### src/sv/trs_pkg.sv
// Shared widths, register indexes and defaults for the trapezoid ramp setpoint block.
`default_nettype none
package trs_pkg;

    localparam int POS_W      = 32;
    localparam int SPD_W      = 21;
    localparam int LIM_W      = 20;
    localparam int REG_W      = 16;
    localparam int CFG_IDX_W  = 3;
    localparam int CFG_DATA_W = LIM_W;
    localparam int ERR_W      = POS_W + 1;
    localparam int SQ_W       = 2 * SPD_W - 1;
    localparam int DIVS_W     = REG_W + 1;
    localparam int PIV_W      = SQ_W + 2;
    localparam int VSUM_W     = SPD_W + 2;

    localparam int unsigned ARRIVAL_WINDOW_DEF = 16;

    localparam logic [LIM_W-1:0] SPEED_LIMIT_RST = LIM_W'(1000);
    localparam logic [REG_W-1:0] RAMP_RST        = REG_W'(10);
    localparam logic [REG_W-1:0] GAIN_RST        = '0;

    typedef enum logic [CFG_IDX_W-1:0] {
        CFG_SPEED_LIMIT_UP   = 3'd0,
        CFG_SPEED_LIMIT_DOWN = 3'd1,
        CFG_ACCEL_FORWARD    = 3'd2,
        CFG_DECEL_FORWARD    = 3'd3,
        CFG_ACCEL_REVERSE    = 3'd4,
        CFG_DECEL_REVERSE    = 3'd5,
        CFG_ANTICIP_FORWARD  = 3'd6,
        CFG_ANTICIP_REVERSE  = 3'd7
    } t_cfg_idx;

    typedef enum logic [7:0] {
        S_IDLE     = 8'b0000_0001,
        S_MUL_SQ   = 8'b0000_0010,
        S_MUL_GAIN = 8'b0000_0100,
        S_DIV      = 8'b0000_1000,
        S_SUM      = 8'b0001_0000,
        S_PIVOT    = 8'b0010_0000,
        S_STEP     = 8'b0100_0000,
        S_FIN      = 8'b1000_0000
    } t_state;

endpackage
`default_nettype wire

### src/sv/trs_div.sv
// Bit-serial restoring divider, one quotient bit per cycle.
`default_nettype none
module trs_div
    import trs_pkg::*;
#(
    parameter int N_W = SQ_W,
    parameter int D_W = DIVS_W
) (
    input  wire logic           i_clk,
    input  wire logic           i_rst_n,
    input  wire logic           i_start,
    input  wire logic [N_W-1:0] i_dividend,
    input  wire logic [D_W-1:0] i_divisor,
    output logic                o_done,
    output logic [N_W-1:0]      o_quotient
);

    localparam int CNT_W = (N_W > 1) ? $clog2(N_W) : 1;

    logic [N_W-1:0]   r_quo;
    logic [D_W-1:0]   r_rem;
    logic [D_W-1:0]   r_div;
    logic [CNT_W-1:0] r_cnt;
    logic             r_busy;
    logic             r_done;

    logic [D_W:0]     rem_sh;
    logic             ge;
    logic [D_W:0]     diff;

    always_comb begin
        rem_sh = {r_rem, r_quo[N_W-1]};
        ge     = rem_sh >= {1'b0, r_div};
        diff   = rem_sh - {1'b0, r_div};
    end

    always_ff @(posedge i_clk) begin
        if (!i_rst_n) begin
            r_busy <= 1'b0;
            r_done <= 1'b0;
            r_cnt  <= '0;
        end else begin
            r_done <= !i_start && r_busy && (r_cnt == '0);
            if (i_start) begin
                r_busy <= 1'b1;
                r_cnt  <= CNT_W'(N_W - 1);
            end else if (r_busy) begin
                r_cnt <= r_cnt - 1'b1;
                if (r_cnt == '0) begin
                    r_busy <= 1'b0;
                end
            end
        end
    end

    always_ff @(posedge i_clk) begin
        if (i_start) begin
            r_quo <= i_dividend;
            r_rem <= '0;
            r_div <= i_divisor;
        end else if (r_busy) begin
            r_quo <= {r_quo[N_W-2:0], ge};
            r_rem <= ge ? diff[D_W-1:0] : rem_sh[D_W-1:0];
        end
    end

    assign o_done     = r_done;
    assign o_quotient = r_quo;

endmodule
`default_nettype wire

### src/sv/trapezoid_ramp_setpoint.sv
// Top level of the trapezoid ramp setpoint generator.
// One item in gives one result item out; no new item is taken before the
// cycle after the result is loaded into the output register. The 41-step
// bit-serial divider forms speed squared over twice the deceleration; a
// single 21x21 multiplier forms both the square and the anticipation term.
// A finished result waits in the output register while the next item is
// already being worked on. Configuration writes take effect at once and
// belong between items.
`default_nettype none
module trapezoid_ramp_setpoint
    import trs_pkg::*;
#(
    parameter int unsigned ARRIVAL_WINDOW = ARRIVAL_WINDOW_DEF
) (
    input  wire logic                    i_clk,
    input  wire logic                    i_rst_n,
    input  wire logic                    i_cfg_we,
    input  wire logic [CFG_IDX_W-1:0]    i_cfg_idx,
    input  wire logic [CFG_DATA_W-1:0]   i_cfg_data,
    input  wire logic                    i_valid,
    output logic                         o_ready,
    input  wire logic signed [POS_W-1:0] i_target_position,
    input  wire logic signed [POS_W-1:0] i_measured_position,
    input  wire logic signed [SPD_W-1:0] i_measured_speed,
    output logic                         o_valid,
    input  wire logic                    i_ready,
    output logic signed [POS_W-1:0]      o_position_setpoint,
    output logic signed [SPD_W-1:0]      o_speed_setpoint,
    output logic                         o_arrived
);

    logic [LIM_W-1:0] r_lim_up;
    logic [LIM_W-1:0] r_lim_down;
    logic [REG_W-1:0] r_acc_f;
    logic [REG_W-1:0] r_dec_f;
    logic [REG_W-1:0] r_acc_r;
    logic [REG_W-1:0] r_dec_r;
    logic [REG_W-1:0] r_ant_f;
    logic [REG_W-1:0] r_ant_r;

    t_state r_state;
    t_state n_state;

    logic signed [POS_W-1:0] r_target;
    logic signed [POS_W-1:0] r_pos;
    logic signed [ERR_W-1:0] r_err;
    logic [SPD_W-1:0]        r_aspd;
    logic                    r_spd_neg;
    logic                    r_arrive;
    logic [SQ_W-1:0]         r_prod;
    logic [SQ_W-1:0]         r_dist;
    logic                    r_up;
    logic signed [SPD_W-1:0] r_v;
    logic signed [SPD_W-1:0] r_last;

    logic                    r_o_valid;
    logic signed [POS_W-1:0] r_o_pos;
    logic signed [SPD_W-1:0] r_o_spd;
    logic                    r_o_arr;

    logic                    in_acc;
    logic                    out_free;
    logic                    fwd;
    logic [SPD_W-1:0]        mul_b;
    logic [2*SPD_W-1:0]      mul_full;
    logic [REG_W-1:0]        decel_sel;
    logic [REG_W-1:0]        decel_eff;
    logic [REG_W-1:0]        gain_sel;
    logic [ERR_W-1:0]        aerr;
    logic signed [PIV_W-1:0] pivot;
    logic [REG_W-1:0]        step_mag;
    logic signed [VSUM_W-1:0] vsum;
    logic signed [VSUM_W-1:0] vlo;
    logic signed [VSUM_W-1:0] vhi;
    logic signed [VSUM_W-1:0] vclamp;
    logic signed [ERR_W-1:0] psum;
    logic signed [POS_W-1:0] psat;
    logic                    div_start;
    logic                    div_done;
    logic [SQ_W-1:0]         div_quo;

    assign in_acc   = i_valid && o_ready;
    assign out_free = !r_o_valid || i_ready;
    assign fwd      = !r_err[ERR_W-1];

    // configuration registers
    always_ff @(posedge i_clk) begin
        if (!i_rst_n) begin
            r_lim_up   <= SPEED_LIMIT_RST;
            r_lim_down <= SPEED_LIMIT_RST;
            r_acc_f    <= RAMP_RST;
            r_dec_f    <= RAMP_RST;
            r_acc_r    <= RAMP_RST;
            r_dec_r    <= RAMP_RST;
            r_ant_f    <= GAIN_RST;
            r_ant_r    <= GAIN_RST;
        end else if (i_cfg_we) begin
            unique case (t_cfg_idx'(i_cfg_idx))
                CFG_SPEED_LIMIT_UP:   r_lim_up   <= i_cfg_data;
                CFG_SPEED_LIMIT_DOWN: r_lim_down <= i_cfg_data;
                CFG_ACCEL_FORWARD:    r_acc_f    <= i_cfg_data[REG_W-1:0];
                CFG_DECEL_FORWARD:    r_dec_f    <= i_cfg_data[REG_W-1:0];
                CFG_ACCEL_REVERSE:    r_acc_r    <= i_cfg_data[REG_W-1:0];
                CFG_DECEL_REVERSE:    r_dec_r    <= i_cfg_data[REG_W-1:0];
                CFG_ANTICIP_FORWARD:  r_ant_f    <= i_cfg_data[REG_W-1:0];
                CFG_ANTICIP_REVERSE:  r_ant_r    <= i_cfg_data[REG_W-1:0];
                default: ;
            endcase
        end
    end

    // shared multiplier and datapath helpers
    always_comb begin
        decel_sel = fwd ? r_dec_f : r_dec_r;
        decel_eff = (decel_sel == '0) ? REG_W'(1) : decel_sel;
        gain_sel  = fwd ? r_ant_f : r_ant_r;
        mul_b     = (r_state == S_MUL_SQ) ? r_aspd : SPD_W'(gain_sel);
        mul_full  = r_aspd * mul_b;
        aerr      = r_err[ERR_W-1] ? ERR_W'(-r_err) : ERR_W'(r_err);

        pivot = r_spd_neg ? (PIV_W'(r_target) + $signed({2'b00, r_dist}))
                          : (PIV_W'(r_target) - $signed({2'b00, r_dist}));

        if (fwd) begin
            step_mag = r_up ? r_acc_f : r_dec_f;
        end else begin
            step_mag = r_up ? r_dec_r : r_acc_r;
        end
        vsum = r_up ? (VSUM_W'(r_last) + $signed(VSUM_W'(step_mag)))
                    : (VSUM_W'(r_last) - $signed(VSUM_W'(step_mag)));
        vlo  = -$signed(VSUM_W'(r_lim_down));
        vhi  = $signed(VSUM_W'(r_lim_up));
        priority if (vsum < vlo) begin
            vclamp = vlo;
        end else if (vsum > vhi) begin
            vclamp = vhi;
        end else begin
            vclamp = vsum;
        end

        psum = ERR_W'(r_pos) + ERR_W'(r_v);
        if (psum[ERR_W-1] != psum[ERR_W-2]) begin
            psat = psum[ERR_W-1] ? {1'b1, {(POS_W-1){1'b0}}} : {1'b0, {(POS_W-1){1'b1}}};
        end else begin
            psat = psum[POS_W-1:0];
        end
    end

    assign div_start = (r_state == S_MUL_GAIN);

    trs_div #(
        .N_W (SQ_W),
        .D_W (DIVS_W)
    ) u_div (
        .i_clk      (i_clk),
        .i_rst_n    (i_rst_n),
        .i_start    (div_start),
        .i_dividend (r_prod),
        .i_divisor  ({decel_eff, 1'b0}),
        .o_done     (div_done),
        .o_quotient (div_quo)
    );

    // sequencer
    always_comb begin
        n_state = r_state;
        unique case (r_state)
            S_IDLE:     if (i_valid) n_state = S_MUL_SQ;
            S_MUL_SQ:   n_state = S_MUL_GAIN;
            S_MUL_GAIN: n_state = S_DIV;
            S_DIV:      if (div_done) n_state = S_SUM;
            S_SUM:      n_state = S_PIVOT;
            S_PIVOT:    n_state = S_STEP;
            S_STEP:     n_state = S_FIN;
            S_FIN:      if (out_free) n_state = S_IDLE;
            default:    n_state = S_IDLE;
        endcase
    end

    always_ff @(posedge i_clk) begin
        if (!i_rst_n) begin
            r_state <= S_IDLE;
            r_last  <= '0;
        end else begin
            r_state <= n_state;
            if ((r_state == S_FIN) && out_free) begin
                r_last <= r_arrive ? '0 : r_v;
            end
        end
    end

    // item datapath
    always_ff @(posedge i_clk) begin
        if (in_acc) begin
            r_target  <= i_target_position;
            r_pos     <= i_measured_position;
            r_err     <= ERR_W'(i_target_position) - ERR_W'(i_measured_position);
            r_spd_neg <= i_measured_speed[SPD_W-1];
            r_aspd    <= i_measured_speed[SPD_W-1] ? SPD_W'(-i_measured_speed)
                                                   : SPD_W'(i_measured_speed);
        end
        if (r_state == S_MUL_SQ) begin
            r_arrive <= aerr < ERR_W'(ARRIVAL_WINDOW);
        end
        if ((r_state == S_MUL_SQ) || (r_state == S_MUL_GAIN)) begin
            r_prod <= mul_full[SQ_W-1:0];
        end
        if (r_state == S_SUM) begin
            r_dist <= div_quo + r_prod;
        end
        if (r_state == S_PIVOT) begin
            r_up <= pivot >= PIV_W'(r_pos);
        end
        if (r_state == S_STEP) begin
            r_v <= vclamp[SPD_W-1:0];
        end
    end

    // output register
    always_ff @(posedge i_clk) begin
        if (!i_rst_n) begin
            r_o_valid <= 1'b0;
        end else if ((r_state == S_FIN) && out_free) begin
            r_o_valid <= 1'b1;
        end else if (i_ready) begin
            r_o_valid <= 1'b0;
        end
    end

    always_ff @(posedge i_clk) begin
        if ((r_state == S_FIN) && out_free) begin
            r_o_pos <= r_arrive ? r_target : psat;
            r_o_spd <= r_arrive ? '0 : r_v;
            r_o_arr <= r_arrive;
        end
    end

    assign o_ready             = (r_state == S_IDLE);
    assign o_valid             = r_o_valid;
    assign o_position_setpoint = r_o_pos;
    assign o_speed_setpoint    = r_o_spd;
    assign o_arrived           = r_o_arr;

endmodule
`default_nettype wire

### config.mk
export PLATFORM = sky130hd
export DESIGN_NAME = trapezoid_ramp_setpoint
export DESIGN_NICKNAME = d
export VERILOG_FILES = /design/src/sv/trs_pkg.sv /design/src/sv/trs_div.sv /design/src/sv/trapezoid_ramp_setpoint.sv
export SDC_FILE = /design/constraint.sdc
export NUM_CORES = 2
export LEC_CHECK = 0
export BUFFER_PORTS_ARGS = -buffer_cell sky130_fd_sc_hd__buf_2
export CELL_PAD_IN_SITES_DETAIL_PLACEMENT = 1
export CELL_PAD_IN_SITES_GLOBAL_PLACEMENT = 2
export CORE_ASPECT_RATIO = 1.4
export CORE_MARGIN = 5
export CORE_UTILIZATION = 41
export CTS_CLUSTER_DIAMETER = 30
export DETAILED_ROUTE_END_ITERATION = 16
export PLACE_DENSITY_LB_ADDON = 0.2
export SYNTH_ARGS = -nofsm -noshare
export SYNTH_HDL_FRONTEND = slang
export SYNTH_SLANG_ARGS = --single-unit
### constraint.sdc
create_clock -name i_clk -period 11.2 [get_ports i_clk]
set_input_delay 0.56 -clock i_clk [delete_from_list [all_inputs] [get_ports i_clk]]
set_output_delay 0.56 -clock i_clk [all_outputs]
set_load 0.005 [all_outputs]
Word-level counts from Yosys, hierarchy flattened
Cells that the tools add are included.

word-level totals
  flip-flop bits (word level) = 526
  output and inout bits = 56
  word-level logic and storage cells = 123

operators by class
  add/subtract/negate cells = 12
  multiply operators = 1
  magnitude comparators = 5
  equality and inequality tests = 19
  multiplexer cells = 30
  bitwise logic cells = 1
  reductions and logical operators = 23

operator list
  kind                                                                            count
  32-bit 2-to-1 mux                                                               3
  21-bit 2-to-1 mux                                                               4
  41-bit 2-to-1 mux                                                               2
  16-bit 2-to-1 mux                                                               5
  8-bit one-hot mux with 8 select lines                                           1
  32-bit by 42-bit adder with 43-bit output                                       1
  43-bit by 32-bit greater-or-equal comparator with 1-bit output                  1
  43-bit 2-to-1 mux                                                               1
  32-bit by 42-bit subtractor with 43-bit output                                  1
  41-bit adder                                                                    1
  21-bit by 21-bit multiplier with 41-bit output                                  1
  32-bit by 21-bit adder with 33-bit output                                       1
  33-bit by 5-bit less-than comparator with 1-bit output (second input constant)  1
  33-bit 2-to-1 mux                                                               1
  33-bit negation                                                                 1
  32-bit by 32-bit subtractor with 33-bit output                                  1
  8-bit 2-to-1 mux                                                                3
  23-bit by 21-bit > comparator with 1-bit output                                 1
  23-bit less-than comparator                                                     1
  23-bit 2-to-1 mux                                                               1
  20-bit negation with 23-bit output                                              1
  21-bit by 17-bit adder with 22-bit output                                       1
  21-bit by 17-bit subtractor with 22-bit output                                  1
  21-bit negation                                                                 1
  32 further kinds                                                                55

Depth between registers and ports, before layout
  depth after elaboration = 7
  depth in mapped cells = 35

Hierarchy
From an unflattened synthesis, not the netlist that was laid out.

second synthesis, totals
  cells, all modules = 5186
  area total of the unflattened synthesis = 48063.6 sq um

modules (own cells, without submodules)
  module                   instances  cells an instance  area each (sq um)  sequential area each (sq um)
  trapezoid_ramp_setpoint  1          4819               43693.2            11671.2
  trs_div                  1          367                4370.4             2242.2

Worst setup path after synthesis
OpenSTA, ideal clock, no wires.

  path type = register -> register
  from = register r_state[7]
  to = register r_prod[39] (data pin)
  setup time = 0.135 ns
  arrival time = 8.385 ns
  data required time = 11.065 ns
  path slack = 2.681 ns
  stages on the path, launching flop included = 33
  buffers on the path = 4
  period minus slack after synthesis = 8.519 ns
  cell sequence = dfxtp_1 > or4_1 > nor3_1 > nand3b_1 > inv_1 > clkbuf_1 > clkbuf_1 > nand2_1 > o21ai_0 > clkbuf_1 > nand2_1 > fa_1 > fa_1 > inv_1 > fa_1 > inv_1 > fa_1 > fa_1 > fa_1 > fa_1 > inv_1 > ha_1 > clkbuf_1 > a21o_1 > a21oi_1 > nor2b_1 > o41a_1 > nor2_1 > o31ai_1 > o21ai_1 > o21ai_0 > or4_1 > nand3_1

between the ends
  cells in the longest elaborated chain, start to end = 3

RTL lines
  element                                         RTL line                        text
  start: declaration                              trapezoid_ramp_setpoint.sv:41   t_state r_state;
  start signal: assignment                        trapezoid_ramp_setpoint.sv:185  r_state <= n_state;
  8-bit by 2-bit == test with 1-bit output        trapezoid_ramp_setpoint.sv:117  mul_b = (r_state == S_MUL_SQ) ? r_aspd : SPD_W'(gain_sel);
  21-bit 2-to-1 mux                               trapezoid_ramp_setpoint.sv:117
  21-bit by 21-bit multiplier with 41-bit output  trapezoid_ramp_setpoint.sv:118  mul_full = r_aspd * mul_b;
  via mul_full[39]                                trapezoid_ramp_setpoint.sv:65   logic [2*SPD_W-1:0] mul_full;
  end signal: assignment                          trapezoid_ramp_setpoint.sv:206  r_prod <= mul_full[SQ_W-1:0];
  end: declaration                                trapezoid_ramp_setpoint.sv:50   logic [SQ_W-1:0] r_prod;

The timed path passes the listed nets, and every way through them passes these cells.
A chain may end at the register's enable or synchronous reset.

Worst setup path in the final report
Ends and elaborated chain as after synthesis.

==> metrics.md <==
| Metric | Value |
|---|---|
| Row cnt | `between 100 and 150` |
| Post-DR wirelength/cell | `roughly 21 um` |
| Total grt overflow | `0` |
| Final period util | `between 80% and 90%` |
| Initial DRC Count | `approximately 1500` |
| Most used DFF post-synth | `edfxtp_1` |
| Antenna violations before repair | `0` |
| Layout area overhead | `14.29%` |
| Clock Skew | `about 0.089 ns` |
| Slew Limit Fails | `0` |
| Crit-path max FO | `between 60 and 70` |
| HPWL Detailed | `116800 um` |
| Crit path largest cell delay | `between 0.5 and 0.6 ns` |
| Core box area | `between 0.1 and 0.15 sq mm` |
| TritonCTS clock tree | `done` |
| Yosys warns | `0` |
| Max Freq | `just over 100 MHz` |
| Leakage | `approximately 24 nW` |
| Initial Util | `41.34%` |
| Max Buffers Root-to-Sink | `3` |
| Mux share of post-synthesis cell area | `2.311%` |
| Post-Synthesis Cell Area | `a little under 0.05 sq mm` |
| RSZ-0062 raised after global routing | `no` |
| CTS H-Tree Depth | `3` |
| DRT antenna net count | `0` |
| Status | `finished, final reports clean` |
| Worst-margin pin slew | `roughly 1.2 ns` |
| Register area share after synthesis | `between 20 and 30%` |
| Vias in the first global route | `approximately 42000` |
| Clk slew on worst S/H paths | `0.05 ns` |
| Seq cells post-synth | `around 530` |
| Total number of vias | `~38000` |
| Distinct cells, synth | `82` |
| Port-buffer cells | `roughly 170` |
| Final setup vio count | `0` |
| Critical Path AT | `between 10 and 15 ns` |
| Syn avg cell area | `around 9.1 sq um` |
| Slew Limit Headroom | `between 10% and 20%` |
| Number of antenna diodes | `0` |
| Layout cells sized above 1 | `between 9 and 10%` |
| Critical Path RT | `roughly 12 ns` |
| Most frequent cell after synthesis | `nand2_1` |
| Post-cts resize count | `0` |
| Cells after synthesis | `around 5300` |
| Sum of negative setup slack | `0 ns` |
| Largest net degree at the start of global routing | `102` |
| Detailed Routing Iterations Pass 1 | `4` |
| Number of CTS-inserted buffers | `114` |
| Total nets after synthesis | `between 6000 and 7000` |
| Final wirelength | `150500 um` |
| Simple-gate share of the synthesized area | `between 10% and 20%` |
| Synth area leader | `edfxtp_1` |
| Synth Area in XOR/XNOR | `under 10%` |
| Postcts setup bufs | `0` |
| Cts hold-fix bufs | `42` |
| Largest family of logic cells by synthesized area | `adder cells` |
| Max VDD drop | `around 0.12 mV` |
| Synth top area cells | `edfxtp_1 (21%), fa_1 (15%), ha_1 (11%), dfxtp_1 (8.0%), nand2_1 (6.0%)` |
| Nets | `between 6000 and 7000` |
| Final Core Density | `between 40% and 50%` |
| Async SR Flop Fraction | `0%` |
| CP dominant cell by count | `fa_1` |
| Root Buffer | `clkbuf_16` |
| DIE AREA | `between 0.1 and 0.15 sq mm` |
| Via density | `~5.4` |
| Area share of the largest cell type after synthesis | `between 20% and 30%` |
| HP Class | `input port to flip-flop` |
| Post-synth EDFFs | `335` |
| CP endpoint kind | `flip-flop` |
| Power Density | `roughly 150 mW/mm^2` |
| Setup crit start kind | `flip-flop` |
| Total GRT Usage | `roughly a quarter` |
| DR DRC count | `0` |
| Chip width | `around 300 um` |
| CP max stage cell | `or4_1` |
| Post-synth top cells | `nand2_1 (771), inv_1 (622), ha_1 (421)` |
| GP Congestion | `roughly 0.85` |
| Fill cells | `about 13000` |
| Critical path type | `flip-flop to flip-flop` |
| Final min period | `9.667 ns` |
| First-pass GRT wire length | `roughly 240000 um` |
| Final Hold Viols | `0` |
| Number of max-cap violations | `0` |
| Clk sinks | `between 500 and 600` |
| Die height | `415.1 um` |
| Post-synthesis compound-gate area fraction | `13.30%` |
| Worst-Skew Late Latency | `between 0.7 and 0.8 ns` |
| IO Count | `~170` |
| Post-synthesis adder-cell area fraction | `about a quarter` |
placed cells by master (no fill, tap or decap), types with 39 or more instances in the layout:
| cell type | Yosys | layout |
|---|---|---|
| xor2_1 | 93 | 93 |
| nand2b_1 | 54 | 54 |
| fa_1 | 363 | 363 |
| and2_1 | 176 | 175 |
| dlygate4sd3_1 | 0 | 42 |
| nor2_1 | 211 | 207 |
| clkbuf_16 | 0 | 114 |
| buf_4 | 11 | 66 |
| xnor2_1 | 181 | 181 |
| a21oi_1 | 286 | 285 |
| ha_1 | 421 | 421 |
| inv_1 | 622 | 621 |
| nand2_1 | 771 | 769 |
| nand3_1 | 101 | 101 |
| mux2i_1 | 66 | 66 |
| buf_2 | 9 | 167 |
| edfxtp_1 | 335 | 335 |
| o21ai_0 | 189 | 174 |
| nor2b_1 | 150 | 149 |
| dfxtp_1 | 191 | 191 |
| a21boi_0 | 126 | 126 |
| and3_1 | 81 | 81 |
| nor3_1 | 57 | 56 |
| nand4_1 | 39 | 39 |
| a211oi_1 | 39 | 39 |
| a21o_1 | 110 | 110 |
report_power, final:
| part | switching (W) | internal [W] | leakage (nW) |
|---|---|---|---|
| sequential | 0.000100 | 0.00224 | 4.62 |
| combinational | 0.00159 | 0.00101 | 17.9 |
| clock | 0.00127 | 0.00228 | 1.97 |
area by class of cell:
type                            count  area (sq um)  share of cell area [%]
Timing Repair Buffer              275          1752                   3.188
Inverter                          623          2338                   4.256
Sequential cell                   526         13880                   25.27
Tap cell                         1500          1877                   3.416
Clock inverter                     90          1150                   2.093
Clock buffer                      126          2968                   5.402
Multi-Input combinational cell   3901         30970                   56.38
layer usage:
metal | vias up | share of wire [%] | GRT usage, %
met5 | - | 0 | 0
met1 | 19179 | 39 | 27.06
li1 | 18177 | - | -
met2 | 599 | 53 | 46.14
met4 | 0 | 4.6 | 10.47
met3 | 262 | 2.7 | 2.463
cells by family (layout without fill, tap and decap cells):
family / Yosys count / in the layout
xor+xnor: 274 / 274
buf+inv: 857 / 1114
mux: 92 / 92
fa+ha+maj: 790 / 790
flops: 526 / 526
simple gates: 1751 / 1751
compound gates: 994 / 994
sequential cells by signal (all words and copies together) (netlist names), 17 cells and up:
register / cells
o_position_setpoint: 32
o_speed_setpoint: 21
r_aspd: 21
r_dist: 41
r_err: 33
r_last: 21
r_lim_down: 20
r_lim_up: 20
r_pos: 32
r_prod: 41
r_target: 32
r_v: 21
u_div.o_quotient: 41
u_div.r_rem: 17
through the flow:
step	total power [W]	hold slack (ns)	std cells	instance area, sq um	setup WS [ns]
finish	0.008486	0.05597	7041	54940	1.533
global route	0.009012	0.02885	7041	54940	0.8115
CTS	0.008605	0.0008688	7041	54940	1.431
detailed placement	0.004991	0.4608	6783	50400	1.530
global placement	0.004943	0.4520	6783	50400	1.706
floorplan	0.004173	0.4353	5284	48070	2.681
worst paths after layout:
path / from / end / slack [ns] / depth (start not counted)
min reg2reg: r_ant_f[12]$_SDFFE_PN0P_ / r_ant_f[12]$_SDFFE_PN0P_ / 0.46 / 2
max: r_state[7]$_SDFFE_PN0P_ / r_prod[39]$_DFFE_PP_ / 1.53 / 28
max reg2reg: r_state[7]$_SDFFE_PN0P_ / r_prod[39]$_DFFE_PP_ / 1.53 / 28
min: i_target_position[20] / r_target[20]$_DFFE_PP_ / 0.06 / 1
worst max-delay path, delay by kind of cell, from the launching register on:
family,cells,cell delay [ns]
AOI/OAI and AO/OA,4,1.35
buffers and inverters,5,1.14
and+or+nand+nor,11,2.39
DFF,1,0.35
adders and majority gates,8,4.09
No activity file was read; power rests on OpenSTA's default activity.
